## src/rtl/core/lrss_pkg.sv

```systemverilog
// Package for the lidar return select and scan split core.
// Payload structs, return type and mode codes, register indexes.
// No dependencies.
`default_nettype none

package lrss_pkg;

  localparam logic [15:0] AZIMUTH_STEPS = 16'd36000;

  localparam int unsigned CFG_IDX_W = 3;
  localparam int unsigned CFG_DATA_W = 16;

  localparam logic [CFG_IDX_W-1:0] REG_MIN_RANGE = 3'd0;
  localparam logic [CFG_IDX_W-1:0] REG_MAX_RANGE = 3'd1;
  localparam logic [CFG_IDX_W-1:0] REG_CLOSE_THRESHOLD = 3'd2;
  localparam logic [CFG_IDX_W-1:0] REG_SCAN_PHASE = 3'd3;

  typedef enum logic [1:0] {
    MODE_DUAL      = 2'd0,
    MODE_STRONGEST = 2'd1,
    MODE_LAST      = 2'd2
  } mode_e;

  typedef enum logic [2:0] {
    RT_STRONGEST  = 3'd0,
    RT_LAST       = 3'd1,
    RT_IDENTICAL  = 3'd2,
    RT_FIRST_WEAK = 3'd3,
    RT_LAST_WEAK  = 3'd4
  } ret_type_e;

  typedef struct packed {
    logic [1:0]  echo_mode;
    logic        packet_start;
    logic        block_start;
    logic [15:0] azimuth;
    logic [5:0]  laser;
    logic [15:0] even_range;
    logic [7:0]  even_intensity;
    logic [15:0] odd_range;
    logic [7:0]  odd_intensity;
  } lrss_in_t;

  typedef struct packed {
    logic [5:0]  out_laser;
    logic [15:0] out_range;
    logic [7:0]  out_intensity;
    ret_type_e   echo_type;
    logic        next_scan;
    logic        last_of_run;
  } lrss_out_t;

endpackage

`default_nettype wire

```

## src/rtl/core/lrss_stream_if.sv

```systemverilog
// Valid/ready stream interface carrying one payload item per handshake.
// Payload type is a parameter; used with the structs of lrss_pkg.
`default_nettype none

interface lrss_stream_if #(
  parameter type T = logic
);
  logic valid;
  logic ready;
  T     data;

  modport source (output valid, output data, input ready);
  modport sink (input valid, input data, output ready);
endinterface

`default_nettype wire

```

## src/rtl/core/lidar_return_select_scan_split_core.sv

```systemverilog
// Dual-return selection and scan split core for a spinning lidar.
// Depends on lrss_pkg and lrss_stream_if.
`default_nettype none

// One laser measurement enters per item and yields zero, one or two points.
// An item is held in an input register while its points move into the
// single output register, which sets the rate: one point per cycle while
// the output is not stalled. A new item is taken in the cycle its
// predecessor emits its last point, or while the input register is empty
// even if a finished point still waits on the output side. Scan wrap state
// updates when an item leaves the input register. Registers are written
// through cfg_we_i/cfg_idx_i/cfg_data_i by the user only while the core is
// idle; the core does not enforce it. Indexes past the list are ignored.
module lidar_return_select_scan_split_core (
  input  wire                             clk_i,
  input  wire                             rst_ni,
  input  wire                             cfg_we_i,
  input  wire [lrss_pkg::CFG_IDX_W-1:0]   cfg_idx_i,
  input  wire [lrss_pkg::CFG_DATA_W-1:0]  cfg_data_i,
  lrss_stream_if.sink                     in_i,
  lrss_stream_if.source                   out_o
);
  import lrss_pkg::*;

  typedef struct packed {
    logic [15:0] range;
    logic [7:0]  intensity;
    ret_type_e   rtype;
  } point_t;

  logic [15:0] min_range_q, max_range_q, close_thr_q, scan_phase_q;
  logic        wrapped_q, wrapped_d;
  logic [15:0] prev_phase_q, prev_phase_d;

  logic      s1_valid_q, s1_second_q;
  lrss_in_t  s1_q;
  logic      out_valid_q;
  lrss_out_t out_data_q;

  logic        in_hs, out_load, emit, retire;
  logic [15:0] az_mod, sp_mod, phase;
  logic        wrapped_clr;
  logic        even_ok, odd_ok, close_hit, even_strong;
  logic [15:0] diff;
  logic [1:0]  n_pts;
  point_t      pt0, pt1, pt_sel;
  point_t      even_pt, odd_pt;

  always_comb begin
    az_mod = (s1_q.azimuth >= AZIMUTH_STEPS) ? s1_q.azimuth - AZIMUTH_STEPS : s1_q.azimuth;
    sp_mod = (scan_phase_q >= AZIMUTH_STEPS) ? scan_phase_q - AZIMUTH_STEPS : scan_phase_q;
    phase  = (az_mod >= sp_mod) ? az_mod - sp_mod : az_mod + (AZIMUTH_STEPS - sp_mod);

    wrapped_clr  = s1_q.packet_start ? 1'b0 : wrapped_q;
    wrapped_d    = wrapped_clr;
    prev_phase_d = prev_phase_q;
    if (s1_q.block_start) begin
      wrapped_d    = wrapped_clr | (phase <= prev_phase_q);
      prev_phase_d = phase;
    end
  end

  always_comb begin
    even_ok     = (s1_q.even_range >= min_range_q) && (s1_q.even_range <= max_range_q);
    odd_ok      = (s1_q.odd_range >= min_range_q) && (s1_q.odd_range <= max_range_q);
    diff        = (s1_q.even_range >= s1_q.odd_range) ? s1_q.even_range - s1_q.odd_range
                                                      : s1_q.odd_range - s1_q.even_range;
    close_hit   = (diff < close_thr_q) && even_ok;
    even_strong = s1_q.even_intensity >= s1_q.odd_intensity;

    even_pt = '{range: s1_q.even_range, intensity: s1_q.even_intensity,
                rtype: even_strong ? RT_STRONGEST : RT_LAST_WEAK};
    odd_pt  = '{range: s1_q.odd_range, intensity: s1_q.odd_intensity,
                rtype: even_strong ? RT_FIRST_WEAK : RT_STRONGEST};

    pt1 = even_pt;
    if (s1_q.echo_mode != MODE_DUAL) begin
      n_pts = 2'd1;
      pt0   = '{range: s1_q.even_range, intensity: s1_q.even_intensity,
                rtype: (s1_q.echo_mode == MODE_STRONGEST) ? RT_STRONGEST : RT_LAST};
    end else if (close_hit) begin
      n_pts = 2'd1;
      pt0   = '{range: s1_q.even_range, intensity: s1_q.even_intensity,
                rtype: RT_IDENTICAL};
    end else begin
      n_pts = {1'b0, odd_ok} + {1'b0, even_ok};
      pt0   = odd_ok ? odd_pt : even_pt;
    end
    pt_sel = s1_second_q ? pt1 : pt0;
  end

  assign out_load = !out_valid_q || out_o.ready;
  assign emit     = s1_valid_q && (n_pts != 2'd0) && out_load;
  assign retire   = s1_valid_q && ((n_pts == 2'd0) ||
                                   (emit && ((n_pts == 2'd1) || s1_second_q)));
  assign in_i.ready  = !s1_valid_q || retire;
  assign in_hs       = in_i.valid && in_i.ready;
  assign out_o.valid = out_valid_q;
  assign out_o.data  = out_data_q;

  always_ff @(posedge clk_i or negedge rst_ni) begin
    if (!rst_ni) begin
      min_range_q  <= '0;
      max_range_q  <= 16'hFFFF;
      close_thr_q  <= '0;
      scan_phase_q <= '0;
    end else if (cfg_we_i) begin
      unique case (cfg_idx_i)
        REG_MIN_RANGE:       min_range_q  <= cfg_data_i;
        REG_MAX_RANGE:       max_range_q  <= cfg_data_i;
        REG_CLOSE_THRESHOLD: close_thr_q  <= cfg_data_i;
        REG_SCAN_PHASE:      scan_phase_q <= cfg_data_i;
        default: ;
      endcase
    end
  end

  always_ff @(posedge clk_i or negedge rst_ni) begin
    if (!rst_ni) begin
      wrapped_q    <= 1'b0;
      prev_phase_q <= '0;
      s1_valid_q   <= 1'b0;
      s1_second_q  <= 1'b0;
      out_valid_q  <= 1'b0;
    end else begin
      if (retire) begin
        wrapped_q    <= wrapped_d;
        prev_phase_q <= prev_phase_d;
      end
      if (in_hs) begin
        s1_valid_q <= 1'b1;
      end else if (retire) begin
        s1_valid_q <= 1'b0;
      end
      if (retire) begin
        s1_second_q <= 1'b0;
      end else if (emit) begin
        s1_second_q <= 1'b1;
      end
      if (out_load) begin
        out_valid_q <= emit;
      end
    end
  end

  always_ff @(posedge clk_i) begin
    if (in_hs) begin
      s1_q <= in_i.data;
    end
    if (emit) begin
      out_data_q <= '{out_laser: s1_q.laser, out_range: pt_sel.range,
                      out_intensity: pt_sel.intensity, echo_type: pt_sel.rtype,
                      next_scan: wrapped_d,
                      last_of_run: (n_pts == 2'd1) || s1_second_q};
    end
  end

  a_second_needs_item: assert property (@(posedge clk_i) disable iff (!rst_ni)
    s1_second_q |-> s1_valid_q)
    else $error("second point pending without a held item");

  a_second_retires: assert property (@(posedge clk_i) disable iff (!rst_ni)
    (s1_second_q && emit) |-> retire)
    else $error("item not retired after its second point");

  a_retire_frees: assert property (@(posedge clk_i) disable iff (!rst_ni)
    (retire && !in_hs) |=> (!s1_valid_q && !s1_second_q))
    else $error("input register still busy after retire");

  a_pair_holds: assert property (@(posedge clk_i) disable iff (!rst_ni)
    (emit && !retire) |=> (s1_valid_q && s1_second_q))
    else $error("first of two points emitted but item dropped");

endmodule

`default_nettype wire

```

## src/flat_wrapper.sv

```systemverilog
// flat-port wrapper written by rule: the top's interface ports become plain ports
module lidar_return_select_scan_split_core_flat import lrss_pkg::*;
  (clk_i, rst_ni, cfg_we_i, cfg_idx_i, cfg_data_i, in_i_valid, in_i_data, in_i_ready, out_o_valid, out_o_data, out_o_ready);
  lrss_stream_if #(.T(lrss_in_t)) in_i_i ();
  lrss_stream_if #(.T(lrss_out_t)) out_o_i ();
  input  wire clk_i;
  input  wire rst_ni;
  input  wire cfg_we_i;
  input  wire [lrss_pkg::CFG_IDX_W-1:0] cfg_idx_i;
  input  wire [lrss_pkg::CFG_DATA_W-1:0] cfg_data_i;
  input wire logic [$bits(in_i_i.valid)-1:0] in_i_valid;
  input wire logic [$bits(in_i_i.data)-1:0] in_i_data;
  output wire logic [$bits(in_i_i.ready)-1:0] in_i_ready;
  output wire logic [$bits(out_o_i.valid)-1:0] out_o_valid;
  output wire logic [$bits(out_o_i.data)-1:0] out_o_data;
  input wire logic [$bits(out_o_i.ready)-1:0] out_o_ready;
  assign in_i_i.valid = in_i_valid;
  assign in_i_i.data = in_i_data;
  assign in_i_ready = in_i_i.ready;
  assign out_o_valid = out_o_i.valid;
  assign out_o_data = out_o_i.data;
  assign out_o_i.ready = out_o_ready;
  lidar_return_select_scan_split_core u_core (.clk_i(clk_i), .rst_ni(rst_ni), .cfg_we_i(cfg_we_i), .cfg_idx_i(cfg_idx_i), .cfg_data_i(cfg_data_i), .in_i(in_i_i), .out_o(out_o_i));
endmodule
```

## config.mk

```make
export PLATFORM = sky130hd
export DESIGN_NAME = lidar_return_select_scan_split_core_flat
export DESIGN_NICKNAME = d
export VERILOG_FILES = /design/src/rtl/core/lrss_pkg.sv /design/src/rtl/core/lrss_stream_if.sv /design/src/rtl/core/lidar_return_select_scan_split_core.sv /design/src/flat_wrapper.sv
export SDC_FILE = /design/constraint.sdc
export NUM_CORES = 1
export LEC_CHECK = 0
export BUFFER_PORTS_ARGS = -buffer_cell sky130_fd_sc_hd__buf_2
export CAP_MARGIN = 20
export CORE_MARGIN = 5
export CORE_UTILIZATION = 50
export CTS_CLUSTER_DIAMETER = 80
export DETAILED_ROUTE_END_ITERATION = 16
export PLACE_DENSITY_LB_ADDON = 0.12
export RECOVER_POWER = 100
export SKIP_LAST_GASP = 1
export SLEW_MARGIN = 20
export SYNTH_ARGS = -nofsm -noshare
export SYNTH_HDL_FRONTEND = slang
export SYNTH_SLANG_ARGS = --single-unit
```

## constraint.sdc

```tcl
create_clock -name clk_i -period 13.8 [get_ports clk_i]
set_input_delay 2.07 -clock clk_i [delete_from_list [all_inputs] [get_ports clk_i]]
set_output_delay 2.07 -clock clk_i [all_outputs]
set_load 0.01 [all_outputs]
```

[After elaboration in Yosys (flattened, before gate mapping)]
Cells that the tools add are included.
Word-level totals
  register bits: 193
  bits in latches: 0
  bits in writable memories: 0
  memory bits (read-only): 0
  input bits: 98
  output and inout bits: 37
  logic and storage cells: 93
  memories kept: 0
Cells by class
  add/subtract/negate cells: 8
  multiply operators: 0
  div/mod/pow operators: 0
  $lt $le $gt $ge: 11
  equality and inequality tests: 5
  shift-type cells: 0
  muxes and demuxes: 19
  bitwise logic cells: 1
  reduce and logical (&&, ||, !) cells: 25
Operator list (number)
  2-to-1 mux 27 bit: 4
  >= comparator 16 bit: 4
  2-to-1 mux 16 bit: 4
  <= comparator 16 bit: 3
  subtractor 16 bit: 3
  >= comparator 16 bit (second input constant): 2
  subtractor 16 bit (second input constant): 2
  adder 16 bit: 1
  < comparator 16 bit: 1
  subtractor 16 bit (first input constant): 1
  AND reduction 2 bit: 5
  >= comparator 8 bit: 1
  logical AND 1 bit: 8
  nonzero test 2 bit: 4
  2-to-1 mux 1 bit: 7
  equality test 3 x 2 -> 1 bit (second input constant): 2
  2-to-1 mux 2 bit: 3
  equality test 2 x 1 -> 1 bit (second input constant): 2
  logical OR 1 bit: 4
  equality test 3 x 1 -> 1 bit (second input constant): 1
  zero test 3 bit: 1
  2-to-1 mux 3 bit: 1
  adder 1 x 1 -> 2 bit: 1
  zero test 1 bit: 2
  other kinds (2): 2

[Longest topological paths before layout]
Gate-level depths: netlist of run 1.
  depth after elaboration: 15
  gate-level depth with buffers: 27

[Worst setup path after synthesis of run 1]
Ideal clock, no wire load.
  kind: register to register
  start point: register u_core.s1_q, in the netlist u_core.even_pt[11]
  end point: register u_core.s1_q, in the netlist u_core.even_pt[10], enable pin
  setup time: 620 ps
  arrival: 9955 ps
  data required time: 13180 ps
  path slack: 3225 ps
  cell stages (with the launch flop): 23
  path buffers: 2
  clock period less this slack: 10575 ps
  cells stage by stage: edfxtp_1 > inv_1 > ha_1 > inv_1 > fa_1 > a21o_1 > a21o_1 > a221o_1 > o221ai_1 > o21ai_0 > buf_2 > buf_2 > mux2_2 > ha_1 > a21boi_0 > o21ai_0 > nand2b_1 > a21oi_1 > o21ai_0 > a2111oi_4 > mux2i_2 > nand2_1 > a21boi_0
On the way
  longest elaborated chain between the ends: 14
  elaborated cells on any way between the ends: 23
  those cells by class: add/sub: 3; order compare: 4; eq/ne: 1; mux: 3; reduce/logical: 12
Ends and longest elaborated chain
  start: declaration: line lidar_return_select_scan_split_core.sv:36  | lrss_in_t s1_q;
  start signal: assignment: line lidar_return_select_scan_split_core.sv:148  | s1_q <= in_i.data;
  subtractor 16 bit (tied with other cells): line lidar_return_select_scan_split_core.sv:67  | : s1_q.odd_range - s1_q.even_range;
  2-to-1 mux 16 bit: line lidar_return_select_scan_split_core.sv:66  | diff = (s1_q.even_range >= s1_q.odd_range) ? s1_q.even_range - s1_q.odd_range
  < comparator 16 bit: line lidar_return_select_scan_split_core.sv:68  | close_hit = (diff < close_thr_q) && even_ok;
  logical AND 1 bit: line lidar_return_select_scan_split_core.sv:68
  2-to-1 mux 2 bit (*): line lidar_return_select_scan_split_core.sv:81  | end else if (close_hit) begin
  2-to-1 mux 2 bit (*): line lidar_return_select_scan_split_core.sv:77  | if (s1_q.echo_mode != MODE_DUAL) begin
  nonzero test 2 bit: line lidar_return_select_scan_split_core.sv:93  | assign emit = s1_valid_q && (n_pts != 2'd0) && out_load;
  logical AND 1 bit (2 in a row): line lidar_return_select_scan_split_core.sv:93
  logical AND 1 bit: line lidar_return_select_scan_split_core.sv:95  | (emit && ((n_pts == 2'd1) || s1_second_q)));
  logical OR 1 bit (*): line lidar_return_select_scan_split_core.sv:94  | assign retire = s1_valid_q && ((n_pts == 2'd0) ||
  logical AND 1 bit (*): line lidar_return_select_scan_split_core.sv:94
  logical OR 1 bit (*): line lidar_return_select_scan_split_core.sv:96  | assign in_i.ready = !s1_valid_q || retire;
  logical AND 1 bit (*): line lidar_return_select_scan_split_core.sv:97  | assign in_hs = in_i.valid && in_i.ready;
  net u_core.in_hs: line lidar_return_select_scan_split_core.sv:40  | logic in_hs, out_load, emit, retire;
The timed path passes the listed nets; every way through them passes the cells marked *.
A chain may end at the register's enable or synchronous reset.

[Worst setup path in the final report of run 1]
  start point: register u_core.s1_q, in the netlist u_core.odd_pt[20]
  end point: output port in_i_ready
On the way
  longest elaborated chain between the ends: 13
  elaborated cells on any way between the ends: 22
  those cells by class: add/sub: 3; order compare: 4; eq/ne: 1; mux: 3; reduce/logical: 11
Ends and longest elaborated chain
  subtractor 16 bit (tied with other cells): line lidar_return_select_scan_split_core.sv:67
  2-to-1 mux 16 bit: line lidar_return_select_scan_split_core.sv:66
  < comparator 16 bit: line lidar_return_select_scan_split_core.sv:68
  logical AND 1 bit: line lidar_return_select_scan_split_core.sv:68
  2-to-1 mux 2 bit (*): line lidar_return_select_scan_split_core.sv:81
  2-to-1 mux 2 bit (*): line lidar_return_select_scan_split_core.sv:77
  nonzero test 2 bit: line lidar_return_select_scan_split_core.sv:93
  logical AND 1 bit (2 in a row): line lidar_return_select_scan_split_core.sv:93
  logical AND 1 bit: line lidar_return_select_scan_split_core.sv:95
  logical OR 1 bit (*): line lidar_return_select_scan_split_core.sv:94
  logical AND 1 bit (*): line lidar_return_select_scan_split_core.sv:94
  logical OR 1 bit (*): line lidar_return_select_scan_split_core.sv:96
  end: declaration: line flat_wrapper.sv:13  | output wire logic [$bits(in_i_i.ready)-1:0] in_i_ready;
Mark *: on every way between the ends. The rest lies on a longest branch, timed or not.

==> results of run 1 <==
per-stage QoR:
| stage | cell area, um2 | total power [mW] | cells | util | setup slack, ns |
|---|---|---|---|---|---|
| final | 14300 | 2.81 | 1707 | 0.565 | 3.56 |
| after global routing | 14300 | 3.07 | 1707 | 0.565 | 2.87 |
| after CTS | 14500 | 2.88 | 1707 | 0.574 | 5.83 |
| after detailed placement | 13900 | 2.36 | 1675 | 0.551 | 6.31 |
| after global placement | 13900 | 2.33 | 1675 | 0.551 | 6.38 |
| after floorplan | 12900 | 2.00 | 1232 | - | 3.22 |
cells in the mapped netlist (13+ instances only):
master	instances
a21o_1	33
nor2_1	51
mux2_4	14
nand2b_1	13
nand3_1	31
o21ai_0	111
a21oi_1	70
fa_1	14
edfxtp_1	109
clkbuf_1	19
nor2b_1	18
nand4_1	22
dfstp_2	16
ha_1	171
nand2_1	82
nor3_1	17
xnor2_1	33
xor2_1	21
dfrtp_1	68
inv_1	153
mux2_2	31
critical path, cell delays in order, from the launching register on:
cell       delay (ns)
edfxtp_1         0.43
inv_1            0.07
ha_1             0.47
a21o_1           0.17
a21oi_1          0.06
o21bai_1         0.24
a211o_1          0.14
o221ai_1         0.09
o21ai_0          2.07
mux2_2           0.48
ha_1             0.27
a21boi_0         0.11
o21ai_0          0.16
nand2b_1         0.08
a21oi_1          0.16
o21ai_0          0.14
a2111oi_0        1.81
mux2i_2          0.36
nand2_1          0.13
nand2_1          0.10
clkbuf_1         0.16
final cells by class:
type	count	area, um2	share of cell area
multi-input combinational	857	6680	0.466
clock buffer	17	425	0.0297
clock inverter	15	175	0.0122
inverter	153	574	0.0401
tap	330	413	0.0288
sequential	193	5400	0.377
timing repair buffer	142	657	0.0459
cell families (layout without fill, tap and decap cells):
family / Yosys count / in the layout / synth area share
DFF: 193 / 193 / 0.418
xor gates and xnor gates: 54 / 54 / 0.0366
and+or+nand+nor: 269 / 269 / 0.105
muxes: 58 / 58 / 0.0537
adders and majority gates: 185 / 185 / 0.187
buffers and inverters: 182 / 327 / 0.0578
AOI/OAI and AO/OA: 291 / 291 / 0.141
metal layers:
| layer | global-route usage | vias up | share of wire |
|---|---|---|---|
| li1 | - | 4640 | - |
| met1 | 0.277 | 4428 | 0.46 |
| met2 | 0.362 | 183 | 0.49 |
| met3 | 0.0335 | 27 | 0.035 |
| met4 | 0.0493 | 0 | 0.016 |
| met5 | 0 | - | 0 |
how the worst max path moves through the flow:
stage,start,slack [ns],endpoint
2_1_floorplan,u_core.even_pt[11],3.22,u_core.even_pt[10]
3_3_place_gp,u_core.odd_pt[20],6.38,in_i_ready
3_5_place_dp,u_core.odd_pt[20],6.31,in_i_ready
4_1_cts,u_core.even_pt[20],5.83,in_i_ready
5_1_grt,u_core.even_pt[20],2.87,u_core.odd_pt[17]
6_report,u_core.odd_pt[20],3.56,in_i_ready
flip-flops by register name (all words and copies together), names as in the netlist:
signal / count
u_core.min_range_q: 16
u_core.close_thr_q: 16
u_core.prev_phase_q: 16
u_core.s1_valid_q: 1
u_core.scan_phase_q: 16
u_core.s1_second_q: 1
u_core.wrapped_q: 1
u_core.s1_q: 26
u_core.out_o.data: 35
u_core.even_pt: 24
u_core.max_range_q: 16
u_core.odd_pt: 24
u_core.out_o.valid: 1
power groups by stage:
stage	Combinational (mW)	Sequential [mW]	Clock, mW
global placement	1.48	0.852	0
detailed placement	1.51	0.858	0
finish	1.46	0.848	0.508
CTS	1.52	0.848	0.519
floorplan	1.14	0.864	0
global route	1.66	0.865	0.545
==> run metrics, run 1 <==
result of the run complete, but fails checks; failing checks capacitance limit, slew limit; synthesized area per cell 10.5 um2; required time reported for the critical path endpoint 11.73 ns; later-pin clock latency in the skew report 0.44 ns; net count after synthesis between 1.5k and 2k; commonest non-fill, non-tap cells in the layout 171 x ha_1, 153 x inv_1, 111 x o21ai_0; switching component of the power between 1 and 1.5 mW; core region area approximately 25,000 um2; worst hold-check path type reg2reg; overall via count from detail_route between 9k and 10k; power density over cell area 196 nW/um2; P_leak roughly 6.4 nW; setup slack, reg-to-reg roughly 3.7 ns; number of buffers created by CTS 17; data arrival time of the worst path roughly 8.2 ns; root buf cell clkbuf_16; DIE WIDTH 171 um; iteration count of the initial detailed-routing pass 5; Post-CTS Resized 0; number of cells traversed by the worst hold path 0; Worst Path Max Fanout 21; Residual DRC 0; number of hold violations in the final report 0; setup skew after layout around 0.015 ns; worst-case vdd ir drop between 0.1 and 0.15 mV; height of the die 171 um; post-detailed-routing wire length roughly 30,000 um; final critical-path required period 10.24 ns; total grt overflow 0; Post-Route Setup TNS 0 ns; half-perimeter wire length after detailed placement around 24,000 um; Setup Viol. Count Final 0; maximum level of the CTS H-tree 4; Antenna Diode Count 0; number of hold buffers added after CTS 0; Max Slew Vio Count 150; maximum count of clock buffers along a single path 2; Logic pwr share 0.518; clock edge transition at the registers on the reported setup and hold paths 0.08 ns; Starting DRT DRC Count between 500 and 600; post-CTS setup buffers 0; vias in the first global route around 9.3k; most common cell after layout, fill and taps aside ha_1; number of inserted filler cells in the final layout 2,196; worst hold path startpoint u_core.s1_q[48]; pin slew with the least headroom to its limit between 3 and 4 ns; maximum number of pins on one net before global-route repair 69; starting density of the core 0.510; type of element capturing the critical path output pin; CTS tree built; Post-synth top flop edfxtp_1; Clock Sinks 193; nature of the critical path startpoint flop; tightest hold margin ~0.42 ns; layout overhead on the synthesized area 10.9%; Ports approximately 140; wire length of the first global-routing pass about 48,000 um; cell type with the highest aggregate area in the netlist edfxtp_1; distinct cell type count after synthesis 77; RSZ-0062 raised after global routing no; Reg-to-Reg Start u_core.odd_pt[20]; cell count of the worst reg-to-reg path 20; Post-Synthesis Cells roughly 1.2k; share of Yosys cell area claimed by the top area cell type 0.253; kind of critical path reg2out; Synth area leaders edfxtp_1 25%, ha_1 17%, dfrtp_1 13%; post-synthesis sequential area ratio 0.418; Max Cap Violations 6; overall global routing resource usage 0.209; maximum clock frequency around 0.098 GHz; Yosys Warn Count 0; relative slew slack -1.37; Final ANT Viol Nets 0; fraction of synthesis flops using an asynchronous set or reset pin 0.435; Final #Nets roughly 1.6k; port buffer count ~130; placement row count slightly below 60; portion of total power attributed to sequential cells 0.301; endpoint with the worst hold slack u_core.out_o.data[29]; reg2reg end u_core.odd_pt[17]; per-cell via count in the routed design roughly 5.4; fraction of final layout cells with drive strength greater than 1 0.141; number of enable-type register cells in the synthesized netlist ~110; number of synthesized register bits just under 200; cell-internal power ~1.6 mW; Sw Ratio 0.419; floorplan die area ~30,000 um2; number of antenna violations at the first check in global routing 0; cell area after technology mapping 12,900 um2; part of the cycle the worst path needs 0.742; clock network fraction of total power 0.181; gpl congestion between 0.9 and 1; post-detailed-route wirelength per cell between 15 and 20 um
No activity file was read; power rests on OpenSTA's default activity.
==> inputs of run 2 (changes only) <==
==> constraint.sdc (replaced) <==
create_clock -name clk_i -period 10.2 [get_ports clk_i]
set_input_delay 1.53 -clock clk_i [delete_from_list [all_inputs] [get_ports clk_i]]
set_output_delay 1.53 -clock clk_i [all_outputs]
set_load 0.01 [all_outputs]
==> run 2 against run 1 <==
Against the previous run:
- the run still ends with capacitance limit, slew limit left
- count of clock-buffer cells in the layout did not move
- die area did not move
- sequential power rose by 36%
- via count fell by 0.58%
- critical path type unchanged
- highest routed layer unchanged
==> run metrics, run 2 (synthesis results as in run 1) <==
result of the run complete, but fails checks; failing checks capacitance limit, slew limit; Residual DRC 0; number of hold violations in the final report 0; number of buffers created by CTS 17; worst-case vdd ir drop approximately 0.17 mV; Clock Sinks 193; endpoint with the worst hold slack u_core.out_o.data[32]; number of antenna violations at the first check in global routing 0; later-pin clock latency in the skew report around 0.45 ns; floorplan die area 29,100 um2; final critical-path required period slightly above 8 ns; number of hold buffers added after CTS 0; placement row count between 50 and 60; starting density of the core 0.510; root buf cell clkbuf_16; height of the die 171 um; Final #Nets about 1.6k; part of the cycle the worst path needs 0.802; cells traversed along the worst timing path inv_1, ha_1, a21o_1, a21oi_1, o21bai_1, a211o_1, o221ai_1, o21ai_2, mux2_2, a31oi_1, xnor2_1, ha_1, a21oi_1, nand2_1, a21o_2, a2111oi_0, mux2i_2, nand2_1, nand2_1, clkbuf_1; nature of the critical path startpoint flop; Post-Place Cells about 1.7k; power density over cell area 266 nW/um2; Ports between 100 and 150; max FFs per register 35; Post-CTS Resized 0; data arrival time of the worst path about 6.7 ns; number of cells traversed by the worst hold path 0; tightest hold margin approximately 0.42 ns; Starting DRT DRC Count slightly below 600; post-detailed-route wirelength per cell roughly 18 um; Setup Viol. Count Final 0; maximum number of pins on one net before global-route repair 75; most common cell after layout, fill and taps aside ha_1; Antenna Diode Count 0; Reg-to-Reg Start u_core.odd_pt[20]; iteration count of the initial detailed-routing pass 5; Post-Route Setup TNS 0 ns; worst hold-check path type reg2reg; CP max stage cell a2111oi_0; RSZ-0062 raised after global routing no; core region area ~25,000 um2; per-cell via count in the routed design 5.40; pin slew with the least headroom to its limit 3.39 ns; gpl congestion around 0.91; Non-Filler Instances between 1.5k and 2k; worst hold path startpoint u_core.s1_q[51]; kind of critical path reg2out; Max Slew Vio Count ~220; CP most frequent cell nand2_1; reg2reg end u_core.out_o.data[19]; cell count of the worst reg-to-reg path 19; fraction of final layout cells with drive strength greater than 1 0.142; type of element capturing the critical path output pin; overall via count from detail_route approximately 9k; setup skew after layout 0.0185 ns; Worst Path Max Fanout 21; P_leak between 6 and 7 nW; maximum cell stage delay along the critical path between 1 and 1.5 ns; maximum level of the CTS H-tree 4; required time reported for the critical path endpoint 8.67 ns; commonest non-fill, non-tap cells in the layout 171 x ha_1, 153 x inv_1, 110 x o21ai_0; wire length of the first global-routing pass approximately 48,000 um; clock edge transition at the registers on the reported setup and hold paths roughly 0.07 ns; DIE WIDTH roughly 170 um; half-perimeter wire length after detailed placement 23,800 um; port buffer count around 130; Final ANT Viol Nets 0; post-CTS setup buffers 0; overall global routing resource usage 0.210; setup slack, reg-to-reg 2.11 ns; relative slew slack -1.26; total grt overflow 0; post-detailed-routing wire length approximately 30,000 um; maximum clock frequency between 0.1 and 0.15 GHz; maximum count of clock buffers along a single path 2; Max Cap Violations 6; CTS tree built; vias in the first global route around 9.4k; layout overhead on the synthesized area 11.0%
-- run 2: critical path: cells and delay by family, from the launching register on --
| kind | cells | cell delay (ns) |
|---|---|---|
| buf+inv | 2 | 0.23 |
| fa+ha+maj | 2 | 0.76 |
| xor+xnor | 1 | 0.15 |
| simple gates | 3 | 0.34 |
| flops | 1 | 0.43 |
| mux | 2 | 0.77 |
| compound gates | 10 | 3.52 |
-- run 2: final cells by class --
type	count	area [um2]
Sequential cell	193	5400
Timing Repair Buffer	142	661
Multi-Input combinational cell	857	6680
Inverter	153	574
Clock inverter	15	180
Fill cell	2226	11000
Tap cell	330	413
Clock buffer	17	425
-- run 2: per-layer routing --
layer  up-vias  GRT usage  wire length [um]
met3        42     0.0259               861
li1       4643          -                 -
met2       154      0.360             14800
met5         -          0                 0
met1      4385      0.281             13800
met4         0     0.0604               637
-- run 2: worst max path at each step --
stage / startpoint / to / depth (start not counted) / slack [ns]
after floorplan: u_core.even_pt[11] / u_core.even_pt[10] / 22 / 1.57
after global placement: u_core.odd_pt[20] / in_i_ready / 20 / 3.35
after detailed placement: u_core.odd_pt[20] / in_i_ready / 20 / 3.25
after CTS: u_core.odd_pt[20] / in_i_ready / 20 / 2.77
after global routing: u_core.odd_pt[20] / u_core.out_o.data[19] / 19 / 1.43
final: u_core.odd_pt[20] / in_i_ready / 20 / 2.02
-- run 2: per-stage QoR --
| step | power (mW) | util | worst slack [ns] | instance area, um2 |
|---|---|---|---|---|
| floorplan | 2.70 | - | 1.57 | 12900 |
| global placement | 3.15 | 0.550 | 3.35 | 13900 |
| detailed placement | 3.20 | 0.550 | 3.25 | 13900 |
| CTS | 3.91 | 0.574 | 2.77 | 14500 |
| global route | 4.16 | 0.566 | 1.43 | 14300 |
| finish | 3.82 | 0.566 | 2.02 | 14300 |
-- run 2: power by group --
group / leakage (nW) / switching (mW) / internal (mW) / total, mW
clock: 0.297 / 0.341 / 0.354 / 0.695
sequential: 2.03 / 0.100 / 1.05 / 1.15
combinational: 4.07 / 1.14 / 0.831 / 1.97
total: 6.40 / 1.58 / 2.24 / 3.82
==> inputs of run 3 (changes only) <==
--- a/config.mk
+++ b/config.mk
@@ -5,6 +5,7 @@
 export SDC_FILE = /design/constraint.sdc
 export NUM_CORES = 1
 export LEC_CHECK = 0
+export ABC_AREA = 1
 export BUFFER_PORTS_ARGS = -buffer_cell sky130_fd_sc_hd__buf_2
 export CAP_MARGIN = 20
 export CORE_MARGIN = 5
==> constraint.sdc (replaced) <==
create_clock -name clk_i -period 8.2 [get_ports clk_i]
set_input_delay 1.23 -clock clk_i [delete_from_list [all_inputs] [get_ports clk_i]]
set_output_delay 1.23 -clock clk_i [all_outputs]
set_load 0.01 [all_outputs]
==> run 3 against run 2 <==
Against the previous run:
- the run still ends with capacitance limit, slew limit left
- combinational power rose by 110%
- die area grew 4.0%
- utilization decreased by 0.75 points
- sequential power increased by 43%
- via count grew 16%
- clock power rose by 24%
- largest power group unchanged
- highest routed layer unchanged
==> run metrics, run 3 <==
RSZ-0062 raised after global routing no; worst hold path startpoint u_core.s1_q[53]; Yosys Warn Count 0; Post-Route Setup TNS 0 ns; clock edge transition at the registers on the reported setup and hold paths roughly 0.080 ns; cell type with the highest aggregate area in the netlist edfxtp_1; kind of critical path reg2reg; height of the die around 170 um; required time reported for the critical path endpoint a little over 8 ns; worst hold-check path type reg2reg; maximum cell stage delay along the critical path around 0.84 ns; Clock Sinks 193; fraction of synthesis flops using an asynchronous set or reset pin 0.435; share of Yosys cell area claimed by the top area cell type 0.243; part of the cycle the worst path needs 0.827; portion of total power attributed to sequential cells 0.249; most common cell after layout, fill and taps aside nand2_1; P_leak roughly 7.3 nW; final critical-path required period around 6.8 ns; maximum number of pins on one net before global-route repair 77; CP max stage cell clkbuf_4; number of inserted filler cells in the final layout between 2k and 3k; fraction of final layout cells with drive strength greater than 1 0.0908; category of cells accounting for the largest share of critical-path delay simple AND/OR/NAND/NOR gates; Post-synth top flop edfxtp_1; cell count of the worst reg-to-reg path 24; cells traversed along the worst timing path inv_1, ha_1, inv_1, fa_1, a21oi_1, o21ai_0, nand2_1, nand3_1, mux2_1, xnor2_1, inv_1, ha_1, a21oi_1, o21ai_0, nand2_1, nand2_1, a21oi_1, nand3_1, nand2_1, nand4_1, nand2_1, nand2_1, a21oi_4, clkbuf_4; type of element capturing the critical path flop; starting density of the core 0.504; Max Cap Violations 3; commonest non-fill, non-tap cells in the layout 331 x nand2_1, 276 x inv_1, 171 x ha_1; result of the run complete, but fails checks; core region area ~27,000 um2; layout overhead on the synthesized area 10.8%; later-pin clock latency in the skew report about 0.44 ns; footprint of the multi-input gates 6840 um2; maximum clock frequency 0.147 GHz; most frequent cell after synthesis nand2_1; Sw Ratio 0.492; overall via count from detail_route approximately 11k; cell-internal power roughly 3.4 mW; data arrival time of the worst path 6.85 ns; total grt overflow 0; launching element of the worst setup path u_core.even_pt[11]; clock network fraction of total power 0.130; Starting DRT DRC Count about 780; max FFs per register 35; maximum count of clock buffers along a single path 2; Setup Viol. Count Final 0; post-synthesis sequential area ratio 0.401; net count after synthesis approximately 1.8k; Final #Nets roughly 2k; number of buffers created by CTS 17; half-perimeter wire length after detailed placement approximately 27,000 um; CTS tree built; port buffer count between 100 and 150; Antenna Diode Count 0; final design utilization 0.558; Post-Synthesis Cells around 1.6k; iteration count of the initial detailed-routing pass 5; placement row count 60; post-detailed-route wirelength per cell around 16 um; Residual DRC 0; number of antenna violations at the first check in global routing 0; root buf cell clkbuf_16; failing checks capacitance limit, slew limit; Logic pwr share 0.620; number of hold violations in the final report 0; number of synthesized register bits 193; relative slew slack -1.72; Worst Path Max Fanout between 70 and 80; Ports approximately 140; floorplan die area slightly above 30,000 um2; top post-synthesis cells by count 329 x nand2_1, 275 x inv_1, 171 x ha_1; nature of the critical path startpoint flop; footprint of the flip-flops and latches between 5000 and 6000 um2; synthesized area per cell 8.62 um2; worst-case vdd ir drop slightly below 0.2 mV; cell area after technology mapping between 10,000 and 15,000 um2; per-cell via count in the routed design roughly 5.2; pin slew with the least headroom to its limit slightly above 4 ns; post-detailed-routing wire length 33,400 um; gpl congestion ~1; Reg-to-Reg Start u_core.even_pt[11]; power density over cell area about 440 nW/um2; Post-CTS Resized 0; Synth area leaders edfxtp_1 24%, ha_1 16%, dfrtp_1 13%; distinct cell type count after synthesis 54; post-CTS setup buffers 0; CP most frequent cell nand2_1; maximum level of the CTS H-tree 4; Final ANT Viol Nets 0; switching component of the power approximately 3.3 mW; number of hold buffers added after CTS 0; setup skew after layout between 0.015 and 0.02 ns; number of enable-type register cells in the synthesized netlist ~110; number of cells traversed by the worst hold path 0; count of buffering cells on the critical path with inverters included 4; vias in the first global route about 11k; DIE WIDTH 174 um; CP Depth 24; wire length of the first global-routing pass 54,200 um; overall global routing resource usage 0.222; Max Slew Vio Count ~160
[run 3: power groups by stage]
stage	Sequential, mW	Combinational, mW	Clock (mW)
finish	1.65	4.10	0.859
global route	1.69	4.67	0.920
CTS	1.64	4.16	0.877
detailed placement	1.66	4.14	0
global placement	1.65	4.06	0
floorplan	1.66	3.03	0
[run 3: cells by family (layout without fill, tap and decap cells)]
kind of cell	count (synthesis)	in the layout	share of synthesized area
adder cells (fa/ha/maj)	185	185	0.180
flip-flops	193	193	0.401
XOR/XNOR	46	46	0.0299
AO/OA/AOI/OAI	319	319	0.131
AND/OR/NAND/NOR	506	506	0.162
multiplexers	11	11	0.00911
buffers and inverters	303	447	0.0879
[run 3: worst paths after layout]
check	to	slack [ns]
setup / recovery	u_core.even_pt[26]	1.42
hold / removal	u_core.out_o.data[34]	0.42
setup reg to reg	u_core.even_pt[26]	1.42
hold reg to reg	u_core.out_o.data[34]	0.42
max in group asynchronous	u_core.close_thr_q[13]	3.22
min in group asynchronous	u_core.scan_phase_q[4]	0.71
[run 3: worst register-to-register path, cell delays in order (launching register included)]
cell and delay, ns:
edfxtp_1 0.41, inv_1 0.12, ha_1 0.23, inv_1 0.07, fa_1 0.43, a21oi_1 0.26
o21ai_0 0.15, nand2_1 0.08, nand3_1 0.58, mux2_1 0.58, xnor2_1 0.14, inv_1 0.06
ha_1 0.29, a21oi_1 0.15, o21ai_0 0.09, nand2_1 0.06, nand2_1 0.05, a21oi_1 0.23
nand3_1 0.26, nand2_1 0.20, nand4_1 0.14, nand2_1 0.52, nand2_1 0.24, a21oi_4 0.17
clkbuf_4 0.84
[run 3: through the flow]
stage / area (um2) / hold WS [ns] / cells / total power [mW] / worst slack, ns
after floorplan: 13500 / 0.400 / 1563 / 4.70 / 0.609
after global placement: 14500 / 0.401 / 2015 / 5.71 / 2.26
after detailed placement: 14500 / 0.405 / 2015 / 5.80 / 2.11
after CTS: 15100 / 0.425 / 2047 / 6.68 / 1.89
after global routing: 14900 / 0.434 / 2048 / 7.28 / 0.742
final: 14900 / 0.423 / 2048 / 6.60 / 1.42
[run 3: per-layer routing]
layer  up-vias  track usage  part of all wire
li1       5464            -                 -
met3        51       0.0322             0.043
met4         0       0.0752             0.029
met1      4898        0.309              0.48
met2       262        0.358              0.45
met5         -            0                 0
[run 3: final cells by class]
class                           count  share of cell area
Multi-Input combinational cell   1067               0.458
Sequential cell                   193               0.362
Inverter                          276              0.0694
Timing Repair Buffer              139              0.0425
Tap cell                          341              0.0286
Clock buffer                       17              0.0285
Clock inverter                     15              0.0114
